[config.mk]
export PLATFORM = sky130hd
export DESIGN_NAME = garch_volatility_filter
export DESIGN_NICKNAME = d
export VERILOG_FILES = /design/src/gvf_pkg.sv /design/src/gvf_ctrl.sv /design/src/gvf_datapath.sv /design/src/garch_volatility_filter.sv
export SDC_FILE = /design/constraint.sdc
export NUM_CORES = 2
export LEC_CHECK = 0
export ABC_CLOCK_PERIOD_IN_PS = 9800
export BUFFER_PORTS_ARGS = -buffer_cell sky130_fd_sc_hd__buf_2
export CORE_ASPECT_RATIO = 0.5
export CORE_UTILIZATION = 50
export DETAILED_ROUTE_END_ITERATION = 6
export HOLD_SLACK_MARGIN = 0.03
export PLACE_DENSITY_LB_ADDON = 0.2
export REMOVE_ABC_BUFFERS = 1
export SLEW_MARGIN = 40
export SYNTH_ARGS = -nofsm -noshare
export SYNTH_HDL_FRONTEND = slang
export SYNTH_SLANG_ARGS = --single-unit
[constraint.sdc]
create_clock -name clk -period 9.8 [get_ports clk]
set_input_delay 1.47 -clock clk [delete_from_list [all_inputs] [get_ports clk]]
set_output_delay 1.47 -clock clk [all_outputs]
set_load 0.03 [all_outputs]
[src/gvf_pkg.sv]
// Shared types and constants of the GARCH(1,1) volatility filter.
`default_nettype none

package gvf_pkg;

    // Configuration register indexes
    localparam logic [1:0] REG_OMEGA = 2'd0;
    localparam logic [1:0] REG_ALPHA = 2'd1;
    localparam logic [1:0] REG_BETA  = 2'd2;

    localparam logic [31:0] OMEGA_RST = 32'd10995116;
    localparam logic [23:0] ALPHA_RST = 24'd838861;
    localparam logic [23:0] BETA_RST  = 24'd15770583;

    localparam logic [24:0] ONE_Q24 = 25'h100_0000;
    localparam logic [31:0] ONE_Q28 = 32'h1000_0000;

    // Step counts of the iterative units
    localparam int DIV_INIT_STEPS = 72;
    localparam int DIV_STD_STEPS  = 48;
    localparam int SQRT_STEPS     = 32;
    localparam int CNT_W          = $clog2(DIV_INIT_STEPS);

    // Operand selection of the shared multiplier
    typedef enum logic [2:0] {
        MUL_SQ = 3'd0,
        MUL_AH = 3'd1,
        MUL_AL = 3'd2,
        MUL_BH = 3'd3,
        MUL_BL = 3'd4
    } mul_sel_t;

    typedef struct packed {
        logic     load_in;
        logic     init_zero;
        logic     div_load_init;
        logic     div_load_std;
        logic     div_step;
        logic     init_store;
        logic     sqrt_load;
        logic     sqrt_step;
        logic     mul_en;
        mul_sel_t mul_sel;
        logic     acc_load;
        logic     acc_add_hi;
        logic     acc_add_lo;
        logic     out_load;
    } cmd_t;

    typedef struct packed {
        logic params_bad;
        logic out_free;
    } stat_t;

endpackage

`default_nettype wire

[src/gvf_ctrl.sv]
// Sequencer of the volatility filter: start-up, square root, divide, update.
`default_nettype none

module gvf_ctrl (
    input  wire logic          clk,
    input  wire logic          rst_n,
    input  wire logic          in_valid,
    output logic               in_stall,
    input  wire gvf_pkg::stat_t stat,
    output gvf_pkg::cmd_t      cmd
);
    import gvf_pkg::*;

    typedef enum logic [18:0] {
        S_IDLE = 19'h00001,
        S_INIT = 19'h00002,
        S_IDIV = 19'h00004,
        S_IEND = 19'h00008,
        S_SQLD = 19'h00010,
        S_SQ   = 19'h00020,
        S_DVLD = 19'h00040,
        S_DV   = 19'h00080,
        S_MSQ  = 19'h00100,
        S_SVSQ = 19'h00200,
        S_MAH  = 19'h00400,
        S_AAH  = 19'h00800,
        S_MAL  = 19'h01000,
        S_AAL  = 19'h02000,
        S_MBH  = 19'h04000,
        S_ABH  = 19'h08000,
        S_MBL  = 19'h10000,
        S_ABL  = 19'h20000,
        S_OUT  = 19'h40000
    } state_t;

    state_t             state_reg, state_next;
    logic [CNT_W-1:0]   cnt_reg, cnt_next;
    logic               started_reg, started_next;
    logic               cnt_zero;

    assign cnt_zero = (cnt_reg == '0);
    assign in_stall = (state_reg != S_IDLE);

    always_comb
    begin
        state_next   = state_reg;
        cnt_next     = cnt_reg;
        started_next = started_reg;
        cmd          = '0;
        cmd.mul_sel  = MUL_SQ;
        case (state_reg)
            S_IDLE:
            begin
                if (in_valid)
                begin
                    cmd.load_in = 1'b1;
                    state_next  = started_reg ? S_SQLD : S_INIT;
                end
            end
            S_INIT:
            begin
                started_next = 1'b1;
                if (stat.params_bad)
                begin
                    cmd.init_zero = 1'b1;
                    state_next    = S_SQLD;
                end
                else
                begin
                    cmd.div_load_init = 1'b1;
                    cnt_next          = CNT_W'(DIV_INIT_STEPS - 1);
                    state_next        = S_IDIV;
                end
            end
            S_IDIV:
            begin
                cmd.div_step = 1'b1;
                cnt_next     = cnt_reg - 1'b1;
                if (cnt_zero)
                    state_next = S_IEND;
            end
            S_IEND:
            begin
                cmd.init_store = 1'b1;
                state_next     = S_SQLD;
            end
            S_SQLD:
            begin
                cmd.sqrt_load = 1'b1;
                cnt_next      = CNT_W'(SQRT_STEPS - 1);
                state_next    = S_SQ;
            end
            S_SQ:
            begin
                cmd.sqrt_step = 1'b1;
                cnt_next      = cnt_reg - 1'b1;
                if (cnt_zero)
                    state_next = S_DVLD;
            end
            S_DVLD:
            begin
                cmd.div_load_std = 1'b1;
                cnt_next         = CNT_W'(DIV_STD_STEPS - 1);
                state_next       = S_DV;
            end
            S_DV:
            begin
                cmd.div_step = 1'b1;
                cnt_next     = cnt_reg - 1'b1;
                if (cnt_zero)
                    state_next = S_MSQ;
            end
            S_MSQ:
            begin
                cmd.mul_en  = 1'b1;
                cmd.mul_sel = MUL_SQ;
                state_next  = S_SVSQ;
            end
            S_SVSQ:
            begin
                cmd.acc_load = 1'b1;
                state_next   = S_MAH;
            end
            S_MAH:
            begin
                cmd.mul_en  = 1'b1;
                cmd.mul_sel = MUL_AH;
                state_next  = S_AAH;
            end
            S_AAH:
            begin
                cmd.acc_add_hi = 1'b1;
                state_next     = S_MAL;
            end
            S_MAL:
            begin
                cmd.mul_en  = 1'b1;
                cmd.mul_sel = MUL_AL;
                state_next  = S_AAL;
            end
            S_AAL:
            begin
                cmd.acc_add_lo = 1'b1;
                state_next     = S_MBH;
            end
            S_MBH:
            begin
                cmd.mul_en  = 1'b1;
                cmd.mul_sel = MUL_BH;
                state_next  = S_ABH;
            end
            S_ABH:
            begin
                cmd.acc_add_hi = 1'b1;
                state_next     = S_MBL;
            end
            S_MBL:
            begin
                cmd.mul_en  = 1'b1;
                cmd.mul_sel = MUL_BL;
                state_next  = S_ABL;
            end
            S_ABL:
            begin
                cmd.acc_add_lo = 1'b1;
                state_next     = S_OUT;
            end
            S_OUT:
            begin
                // hold until the output register is free
                if (stat.out_free)
                begin
                    cmd.out_load = 1'b1;
                    state_next   = S_IDLE;
                end
            end
            default:
            begin
                state_next = S_IDLE;
            end
        endcase
    end

    always_ff @(posedge clk or negedge rst_n)
    begin
        if (!rst_n)
        begin
            state_reg   <= S_IDLE;
            cnt_reg     <= '0;
            started_reg <= 1'b0;
        end
        else
        begin
            state_reg   <= state_next;
            cnt_reg     <= cnt_next;
            started_reg <= started_next;
        end
    end

endmodule

`default_nettype wire

[src/gvf_datapath.sv]
// Datapath of the volatility filter: registers, divider, square root, multiplier, output.
`default_nettype none

module gvf_datapath (
    input  wire logic          clk,
    input  wire logic          rst_n,
    input  wire logic          cfg_write,
    input  wire logic [1:0]    cfg_index,
    input  wire logic [31:0]   cfg_data,
    input  wire logic [31:0]   return_value,
    output logic               out_valid,
    input  wire logic          out_stall,
    output logic [31:0]        sigma_out,
    output logic [31:0]        std_return,
    output logic               params_invalid,
    input  wire gvf_pkg::cmd_t cmd,
    output gvf_pkg::stat_t     stat
);
    import gvf_pkg::*;

    // configuration and control state
    logic [31:0] omega_reg, omega_next;
    logic [23:0] alpha_reg, alpha_next;
    logic [23:0] beta_reg,  beta_next;
    logic [63:0] var_reg,   var_next;
    logic        bad_reg,   bad_next;
    logic        ovld_reg,  ovld_next;

    // payload
    logic [31:0] mag_reg,   mag_next;
    logic        neg_reg,   neg_next;
    logic [71:0] dvd_reg,   dvd_next;
    logic [71:0] quo_reg,   quo_next;
    logic [31:0] rem_reg,   rem_next;
    logic [31:0] dvs_reg,   dvs_next;
    logic [63:0] op_reg,    op_next;
    logic [63:0] res_reg,   res_next;
    logic [63:0] bit_reg,   bit_next;
    logic [63:0] prod_reg,  prod_next;
    logic [63:0] r2_reg,    r2_next;
    logic [63:0] acc_reg,   acc_next;
    logic [31:0] sig_o_reg, sig_o_next;
    logic [31:0] std_o_reg, std_o_next;
    logic        bad_o_reg, bad_o_next;

    logic [24:0] gain_sum;
    logic [24:0] init_dvs;
    logic [32:0] trial;
    logic        trial_ge;
    logic [63:0] sq_trial;
    logic [31:0] mul_a;
    logic [31:0] mul_b;
    logic [63:0] addend;
    logic [64:0] acc_sum;
    logic [63:0] init_var;
    logic        q_big;
    logic [31:0] q_low;
    logic [31:0] std_val;

    assign gain_sum        = {1'b0, alpha_reg} + {1'b0, beta_reg};
    assign init_dvs        = ONE_Q24 - gain_sum;
    assign stat.params_bad = gain_sum[24];
    assign stat.out_free   = !ovld_reg || !out_stall;

    // restoring divider, one quotient bit a step
    assign trial    = {rem_reg, dvd_reg[71]};
    assign trial_ge = (trial >= {1'b0, dvs_reg});

    assign sq_trial = res_reg + bit_reg;

    always_comb
    begin
        case (cmd.mul_sel)
            MUL_SQ:  begin mul_a = mag_reg;          mul_b = mag_reg;          end
            MUL_AH:  begin mul_a = {8'd0, alpha_reg}; mul_b = r2_reg[63:32];  end
            MUL_AL:  begin mul_a = {8'd0, alpha_reg}; mul_b = r2_reg[31:0];   end
            MUL_BH:  begin mul_a = {8'd0, beta_reg};  mul_b = var_reg[63:32]; end
            MUL_BL:  begin mul_a = {8'd0, beta_reg};  mul_b = var_reg[31:0];  end
            default: begin mul_a = '0;               mul_b = '0;               end
        endcase
    end

    // high half of a Q24 product moves up by 8, low half down by 24
    assign addend  = cmd.acc_add_hi ? {prod_reg[55:0], 8'd0} : {24'd0, prod_reg[63:24]};
    assign acc_sum = {1'b0, acc_reg} + {1'b0, addend};

    assign init_var = (quo_reg[71:64] != '0) ? '1 : quo_reg[63:0];

    assign q_big = (quo_reg[47:31] != '0);
    assign q_low = quo_reg[31:0];
    always_comb
    begin
        if (neg_reg)
            std_val = q_big ? 32'h8000_0000 : (~q_low + 32'd1);
        else
            std_val = q_big ? 32'h7FFF_FFFF : q_low;
    end

    always_comb
    begin
        omega_next = omega_reg;
        alpha_next = alpha_reg;
        beta_next  = beta_reg;
        if (cfg_write)
        begin
            case (cfg_index)
                REG_OMEGA: omega_next = cfg_data;
                REG_ALPHA: alpha_next = cfg_data[23:0];
                REG_BETA:  beta_next  = cfg_data[23:0];
                default:   ;
            endcase
        end

        var_next = var_reg;
        bad_next = bad_reg;
        if (cmd.init_zero)
        begin
            var_next = '0;
            bad_next = 1'b1;
        end
        else if (cmd.init_store)
        begin
            var_next = init_var;
            bad_next = 1'b0;
        end
        else if (cmd.out_load)
        begin
            var_next = acc_reg;
        end

        ovld_next = ovld_reg;
        if (cmd.out_load)
            ovld_next = 1'b1;
        else if (!out_stall)
            ovld_next = 1'b0;

        mag_next = mag_reg;
        neg_next = neg_reg;
        if (cmd.load_in)
        begin
            neg_next = return_value[31];
            mag_next = return_value[31] ? (~return_value + 32'd1) : return_value;
        end

        dvd_next = dvd_reg;
        quo_next = quo_reg;
        rem_next = rem_reg;
        dvs_next = dvs_reg;
        if (cmd.div_load_init || cmd.div_load_std)
        begin
            dvd_next = {cmd.div_load_init ? omega_reg : mag_reg, 40'd0};
            quo_next = '0;
            rem_next = '0;
            if (cmd.div_load_init)
                dvs_next = {7'd0, init_dvs};
            else
                dvs_next = (res_reg[31:0] != '0) ? res_reg[31:0] : ONE_Q28;
        end
        else if (cmd.div_step)
        begin
            dvd_next = {dvd_reg[70:0], 1'b0};
            quo_next = {quo_reg[70:0], trial_ge};
            rem_next = trial_ge ? 32'(trial - {1'b0, dvs_reg}) : trial[31:0];
        end

        op_next  = op_reg;
        res_next = res_reg;
        bit_next = bit_reg;
        if (cmd.sqrt_load)
        begin
            op_next  = var_reg;
            res_next = '0;
            bit_next = 64'h4000_0000_0000_0000;
        end
        else if (cmd.sqrt_step)
        begin
            if (op_reg >= sq_trial)
            begin
                op_next  = op_reg - sq_trial;
                res_next = (res_reg >> 1) + bit_reg;
            end
            else
            begin
                res_next = res_reg >> 1;
            end
            bit_next = bit_reg >> 2;
        end

        prod_next = cmd.mul_en ? ({32'd0, mul_a} * {32'd0, mul_b}) : prod_reg;

        r2_next  = r2_reg;
        acc_next = acc_reg;
        if (cmd.acc_load)
        begin
            r2_next  = prod_reg;
            acc_next = {16'd0, omega_reg, 16'd0};
        end
        else if (cmd.acc_add_hi || cmd.acc_add_lo)
        begin
            // saturate on carry out
            acc_next = acc_sum[64] ? '1 : acc_sum[63:0];
        end

        sig_o_next = sig_o_reg;
        std_o_next = std_o_reg;
        bad_o_next = bad_o_reg;
        if (cmd.out_load)
        begin
            sig_o_next = res_reg[31:0];
            std_o_next = std_val;
            bad_o_next = bad_reg;
        end
    end

    always_ff @(posedge clk or negedge rst_n)
    begin
        if (!rst_n)
        begin
            omega_reg <= OMEGA_RST;
            alpha_reg <= ALPHA_RST;
            beta_reg  <= BETA_RST;
            var_reg   <= '0;
            bad_reg   <= 1'b0;
            ovld_reg  <= 1'b0;
        end
        else
        begin
            omega_reg <= omega_next;
            alpha_reg <= alpha_next;
            beta_reg  <= beta_next;
            var_reg   <= var_next;
            bad_reg   <= bad_next;
            ovld_reg  <= ovld_next;
        end
    end

    always_ff @(posedge clk)
    begin
        mag_reg   <= mag_next;
        neg_reg   <= neg_next;
        dvd_reg   <= dvd_next;
        quo_reg   <= quo_next;
        rem_reg   <= rem_next;
        dvs_reg   <= dvs_next;
        op_reg    <= op_next;
        res_reg   <= res_next;
        bit_reg   <= bit_next;
        prod_reg  <= prod_next;
        r2_reg    <= r2_next;
        acc_reg   <= acc_next;
        sig_o_reg <= sig_o_next;
        std_o_reg <= std_o_next;
        bad_o_reg <= bad_o_next;
    end

    assign out_valid      = ovld_reg;
    assign sigma_out      = sig_o_reg;
    assign std_return     = std_o_reg;
    assign params_invalid = bad_o_reg;

endmodule

`default_nettype wire

[src/garch_volatility_filter.sv]
// Top level of the GARCH(1,1) volatility filter.
`default_nettype none

// GARCH(1,1) filter over a stream of Q3.28 returns. Each return word gives one
// result word: sigma = floor(sqrt(h)) in Q4.28, the return divided by sigma
// in saturated Q15.16 (by 1.0 when sigma is zero), and the invalid-parameter
// flag. The variance h (Q8.56) then becomes omega + alpha*r^2 + beta*h with
// saturation. On the first word after reset h starts at omega/(1-alpha-beta)
// through a 72-step divide; if alpha+beta reaches one the flag is set and h
// starts at zero. One word is in flight at a time: the next is taken only once
// its result is loaded, and the first word after reset also waits for the
// start-up divide (skipped when the flag is raised). The 32-step bit-serial
// square root and shared radix-2 divider (48 steps) iterate; the update
// runs through a single 32x32 multiplier. The result sits in an output
// register, so the next word is accepted while a result still waits; a word
// that finishes while the previous result is still held waits in its last
// cycle until that result is taken. Write configuration only while idle.
module garch_volatility_filter (
    input  wire logic        clk,
    input  wire logic        rst_n,
    input  wire logic        cfg_write,
    input  wire logic [1:0]  cfg_index,
    input  wire logic [31:0] cfg_data,
    input  wire logic        in_valid,
    output logic             in_stall,
    input  wire logic [31:0] return_value,
    output logic             out_valid,
    input  wire logic        out_stall,
    output logic [31:0]      sigma_out,
    output logic [31:0]      std_return,
    output logic             params_invalid
);
    import gvf_pkg::*;

    cmd_t  cmd;
    stat_t stat;

    gvf_ctrl u_ctrl (
        .clk      (clk),
        .rst_n    (rst_n),
        .in_valid (in_valid),
        .in_stall (in_stall),
        .stat     (stat),
        .cmd      (cmd)
    );

    gvf_datapath u_datapath (
        .clk            (clk),
        .rst_n          (rst_n),
        .cfg_write      (cfg_write),
        .cfg_index      (cfg_index),
        .cfg_data       (cfg_data),
        .return_value   (return_value),
        .out_valid      (out_valid),
        .out_stall      (out_stall),
        .sigma_out      (sigma_out),
        .std_return     (std_return),
        .params_invalid (params_invalid),
        .cmd            (cmd),
        .stat           (stat)
    );

endmodule

`default_nettype wire

# Word level (Yosys, flattened, before mapping)

Index checks and enable logic that the tools add are counted.

Bits in registers: 791
Bits of input ports: 71
Output and inout port bits: 67
Word-level logic and storage cells: 162

$add $sub $neg: 10
Multiply operators: 1
Magnitude comparators: 2
Equal/unequal tests: 33
Mux-type cells: 54
Bitwise operators: 3
Reductions and logical operators: 31

Operators with widths:

| kind                                           | count |
|---|---|
| two-way mux 64 bit                             | 10 |
| one-hot mux 19 bit (19 select lines)           | 1 |
| two-way mux 32 bit                             | 5 |
| one-hot mux 32 bit (5 select lines)            | 1 |
| two-way mux 72 bit                             | 2 |
| two-way mux 48 bit                             | 2 |
| one-hot mux 32 bit (3 select lines)            | 1 |
| two-way mux 19 bit                             | 5 |
| adder 64 x 64 -> 65 bit                        | 1 |
| adder 32 x 1 -> 32 bit (second input constant) | 2 |
| adder 63 x 63 -> 64 bit                        | 1 |
| adder 64 x 63 -> 64 bit                        | 1 |
| >= comparator 64 bit                           | 1 |
| multiplier 32 x 32 -> 64 bit                   | 1 |
| NOT 32 bit                                     | 2 |
| subtractor 64 bit                              | 1 |
| >= comparator 33 x 32 -> 1 bit                 | 1 |
| nonzero test 32 bit                            | 1 |
| subtractor 32 bit                              | 1 |
| two-way mux 31 bit                             | 1 |
| two-way mux 29 bit                             | 1 |
| one-hot mux 7 bit (4 select lines)             | 1 |
| adder 24 x 24 -> 25 bit                        | 1 |
| two-way mux 25 bit                             | 1 |
| other kinds (49)                               | 89 |

# Depth between registers and ports, before layout

Word-level depth: 8
Depth in mapped cells: 43
Mapped depth without buffers: 38

# By module

From an unflattened synthesis, not the netlist that was laid out.

Cells, all modules: 9091
Area, all modules: 81698.4 µm²

Modules (own cells, without submodules):

| module       | times used | cells each | area each (µm²) | sequential area each (µm²) |
|---|---|---|---|---|
| gvf_datapath | 1          | 8912       | 80001.7         | 19936.6 |
| gvf_ctrl     | 1          | 179        | 1696.6          | 676.9 |

# Worst setup path before layout

OpenSTA, ideal clock, no wires.

Path type: reg2reg
Start point: reg u_ctrl.state_reg[5]
End point: reg u_datapath.prod_reg[63] (data pin)
Library setup time: 0.260 ns
Arrival: 9.994 ns
Required time: 9.540 ns
Setup slack: -0.454 ns
Stages on the path, launching flop included: 38
Buffers on the path: 4
Clock period less this slack: 10.254 ns
Cell sequence: dfrtp_1 -> buf_2 -> or4_1 -> or3_1 -> or3_1 -> nor3b_4 -> or2_2 -> buf_2 -> buf_2 -> a221o_1 -> clkbuf_1 -> nand2_1 -> fa_1 -> inv_1 -> fa_1 -> inv_1 -> fa_1 -> fa_1 -> [... 2 more ...] -> fa_1 -> fa_1 -> inv_1 -> fa_1 -> inv_1 -> ha_1 -> a21o_1 -> a31oi_1 -> o22ai_1 -> a211oi_1 -> o22a_1 -> o21ai_0 -> a41oi_1 -> o21ai_1 -> a21o_1 -> or4b_1 -> a31oi_1 -> xnor2_1

Longest elaborated chain between the ends: 6
Elaborated cells on any way between the ends: 16
Classes of those cells: 1 x mul; 9 x eq/ne; 3 x mux; 3 x reduce/logical

RTL lines:

| element                                          | RTL line            | RTL |
|---|---|---|
| from (decl)                                      | gvf_ctrl.sv:36      | `state_t state_reg, state_next;` |
| from (signal assigned)                           | gvf_ctrl.sv:194     | `state_reg <= state_next;` |
| == test 19 x 17 -> 1 bit (tied with other cells) | gvf_ctrl.sv:51      | `case (state_reg)` |
| one-hot mux 4 bit (5 select lines) *             | gvf_ctrl.sv:51      |  |
| == test 3 x 2 -> 1 bit (tied with other cells)   | gvf_datapath.sv:73  | `case (cmd.mul_sel)` |
| OR reduction 2 bit (no source line)              | n/a                 |  |
| one-hot mux 32 bit (3 select lines)              | gvf_datapath.sv:73  |  |
| multiplier 32 x 32 -> 64 bit *                   | gvf_datapath.sv:189 | `prod_next = cmd.mul_en ? ({32'd0, mul_a} * {32'd0, mul_b}) : prod_reg;` |
| to (signal assigned)                             | gvf_datapath.sv:248 | `prod_reg <= prod_next;` |
| to (decl)                                        | gvf_datapath.sv:39  | `logic [63:0] prod_reg, prod_next;` |

Mark *: on every way between the ends. The rest lies on a longest branch, timed or not.
A chain may end at the register's enable or synchronous reset.

# Worst setup path after layout

Start point: reg u_ctrl.state_reg[7]
End point: reg u_datapath.prod_reg[63] (data pin)

Same word-level chain as after synthesis.

==> impl_metrics.py <==
metrics = {
    "routing": {
        "finalWirelength_um": 287000,
        "drt-wirelength-per-cell_um": 24.6,
        "vias": 69100,
        "first_pass_iters": 7,
        "drtIter0Drc": 7821,
        "drtAntennaViolNets": 0,
        "drc": 6,
        "vias_per_cell": 5.92,
    },
    "min_path": {
        "hold_class": "flip-flop to flip-flop",
        "hp-start": "u_ctrl.started_reg$_DFFE_PN0N_",
        "hold_path_end": "u_ctrl.state_reg[1]$_DFFE_PN0P_",
        "whs_path_depth": 1,
    },
    "floorplanning": {
        "num_rows": 103,
        "io_pins": 138,
        "chipWidth_um": 568,
        "die_area_sq_um": 162000,
        "initial_core_util": 0.505,
        "coreArea_sq_um": 158000,
        "die_y_um": 285,
    },
    "synth": {
        "ys.flop_type": "edfxtp_1",
        "synth.area.top_cells": "fa_1 23%, edfxtp_1 14%, ha_1 8.1%",
        "syn_area_per_cell_sq_um": 8.91,
        "yosysUniqueCellTypes": 95,
        "synth-edff-count": 386,
        "synth_common_cells": "1364 x nand2_1, 1049 x inv_1, 919 x nor2_1, 900 x fa_1, 518 x ha_1",
        "yosysWarnings": 0,
        "synthArstFlopShare": 0.219,
        "postSynthCellCount": 8978,
        "synth_top_area_frac": 0.225,
        "synth_seq_cells": 791,
        "syn_area_sq_um": 80000,
        "yosysSeqAreaShare": 0.258,
        "yosysMostFrequentCell": "nand2_1",
        "synth_top_cell_by_area": "fa_1",
    },
    "global_routing": {
        "antenna_found_initial": 6,
        "grt_pass1_vias": 67100,
        "grt_max_degree": 121,
        "top_usage_layer": "met2",
        "gr-usage-met1": 0.506,
        "use_met2": 0.518,
        "overflow": 0,
        "grt_pass1_wl_um": 428000,
        "grt.met3_usage": 0.0890,
        "grt_usage": 0.352,
    },
    "worst_setup_path": {
        "endpoint_kind": "flip-flop",
        "r2r_cells": 33,
        "arrival_ns": 10.64,
        "r2r-start": "u_ctrl.state_reg[7]$_DFFE_PN0P_",
        "cp-start-kind": "flip-flop",
        "path_max_fanout": 12,
        "crit_top_cell": "a21o_1",
        "cp_slowest_cell": "fa_1",
        "r2r-end": "u_datapath.prod_reg[63]$_DFFE_PN_",
        "required_ns": 10.21,
        "max_stage_delay_ns": 0.59,
        "worstSetupPathType": "flip-flop to flip-flop",
        "rrSetupSlack_ns": -0.44,
    },
    "sta": {
        "rsz0062_at_grt": "yes",
        "final-max-slew-violation-count": 0,
        "worst_slack_ns": -0.436,
        "setup_violations": 24,
        "fin_crit_ns": 10.24,
        "slew_headroom": 0.375,
        "fmax_mhz": 97.7,
        "fin_skew_ns": 0.0401,
        "hold_violations": 0,
        "min_period_over_period": 1.04,
        "tightest_slew_ns": 0.937,
    },
    "layout": {
        "fin_util": 0.589,
        "largest_reg_flops": 72,
        "area_growth_pct": 16.7,
        "stdcell_area_sq_um": 93300,
        "finalNetCount": 11000,
        "drive_gt1_frac": 0.155,
        "final_cells": 11700,
        "fill_cells": 14000,
    },
    "cts": {
        "h-tree-depth": 3,
        "root_buffer": "clkbuf_16",
        "cts_buffers": 85,
        "clkTransAtPathRegs_ns": 0.06,
        "cts_tree": "built",
        "insertion_delay_ns": 0.69,
        "cts_sinks": 791,
        "clock_path_buffers": 3,
    },
    "outcome": {
        "outcome": "finished, violations left",
        "violations": "DRC, setup timing",
    },
    "flow_run": {
        "cap_violations": 0,
    },
    "placement": {
        "port_buffers": 137,
        "dpl_cell_area_sq_um": 88100,
        "gp_congestion": 1.03,
        "placedCellCount": 11400,
        "place_hpwl_um": 228000,
    },
}
## timing repair
item	CTS	global route
pin swaps	49	78
endpoints found under the setup margin	34	36
resized for setup	187	159
buffers inserted	40	36
hold buffers	0	0
cloned	4	2
## how the worst max path moves through the flow
stage	from	end	slack, ns	cells after the start
global route	u_ctrl.state_reg[17]$_DFFE_PN0P_	u_datapath.prod_reg[63]$_DFFE_PN_	-0.67	36
CTS	u_ctrl.state_reg[5]$_DFFE_PN0P_	u_datapath.prod_reg[63]$_DFFE_PN_	-0.36	35
global placement	u_ctrl.state_reg[5]$_DFFE_PN0P_	u_datapath.prod_reg[63]$_DFFE_PN_	-1.0	34
floorplan	u_ctrl.state_reg[4]$_DFFE_PN0P_	u_datapath.prod_reg[63]$_DFFE_PN_	-3.34	34
finish	u_ctrl.state_reg[7]$_DFFE_PN0P_	u_datapath.prod_reg[63]$_DFFE_PN_	-0.44	33
detailed placement	u_ctrl.state_reg[5]$_DFFE_PN0P_	u_datapath.prod_reg[63]$_DFFE_PN_	-1.10	34
## layer usage
layer / part of all wire / routed length [um]
met4: 0.040 / 11400
met5: 0.00014 / 41
met1: 0.42 / 122000
met3: 0.12 / 33800
met2: 0.42 / 121000
## logic make-up (layout without fill, tap and decap cells)
logic type,Yosys count,count (layout),share of synthesized area
buf+inv,1549,2141,0.0751
compound gates,1709,1709,0.140
fa+ha+maj,1418,1418,0.306
mux,113,113,0.0154
other cells,0,1,0
xor+xnor,402,402,0.0440
simple gates,2996,2996,0.162
flops,791,791,0.258
## final cells by class
| type | instances | area (sq um) | area share |
|---|---|---|---|
| multi-input cells | 6638 | 54800 | 0.587 |
| flip-flops and latches | 791 | 20600 | 0.221 |
| repair buffers | 926 | 8370 | 0.0898 |
| inverters | 1055 | 3980 | 0.0427 |
| well taps | 2100 | 2630 | 0.0282 |
| clock buffers | 119 | 2370 | 0.0254 |
| clock inverters | 41 | 568 | 0.00609 |
| diodes | 1 | 2.50 | 0.0000268 |
## worst max-delay path, delay by kind of cell, from the launching register on
| family | cells | cell delay (ns) |
|---|---|---|
| flops | 1 | 0.38 |
| simple gates | 7 | 2.31 |
| fa+ha+maj | 9 | 4.03 |
| compound gates | 10 | 2.14 |
| xor+xnor | 1 | 0.10 |
| buf+inv | 6 | 1.00 |
## metrics by stage
| step | hold WS [ns] | setup TNS [ns] | worst slack (ns) |
|---|---|---|---|
| final | 0.452 | -4.60 | -0.436 |
| after global routing | 0.466 | -11.50 | -0.673 |
| after CTS | 0.450 | -2.85 | -0.361 |
| after detailed placement | 0.433 | -15.52 | -1.10 |
| after global placement | 0.433 | -14.71 | -0.996 |
| after floorplan | 0.418 | -114.15 | -3.34 |
## placed cells by master (no fill, tap or decap), types with 134 or more instances in the layout
cell type | netlist | final
nor2_1 | 919 | 891
dfxtp_1 | 232 | 232
buf_4 | 5 | 590
xor2_1 | 165 | 164
o21ai_0 | 412 | 404
fa_1 | 900 | 858
dfrtp_1 | 134 | 134
xnor2_1 | 237 | 233
a21o_1 | 166 | 166
a21oi_1 | 408 | 397
buf_2 | 123 | 147
nand3_1 | 161 | 156
edfxtp_1 | 386 | 386
nand2_1 | 1364 | 1353
inv_1 | 1049 | 1029
ha_1 | 518 | 496
Power is not shown: default switching activity piles up to over one toggle a cycle in this logic, so the estimate is an artifact.
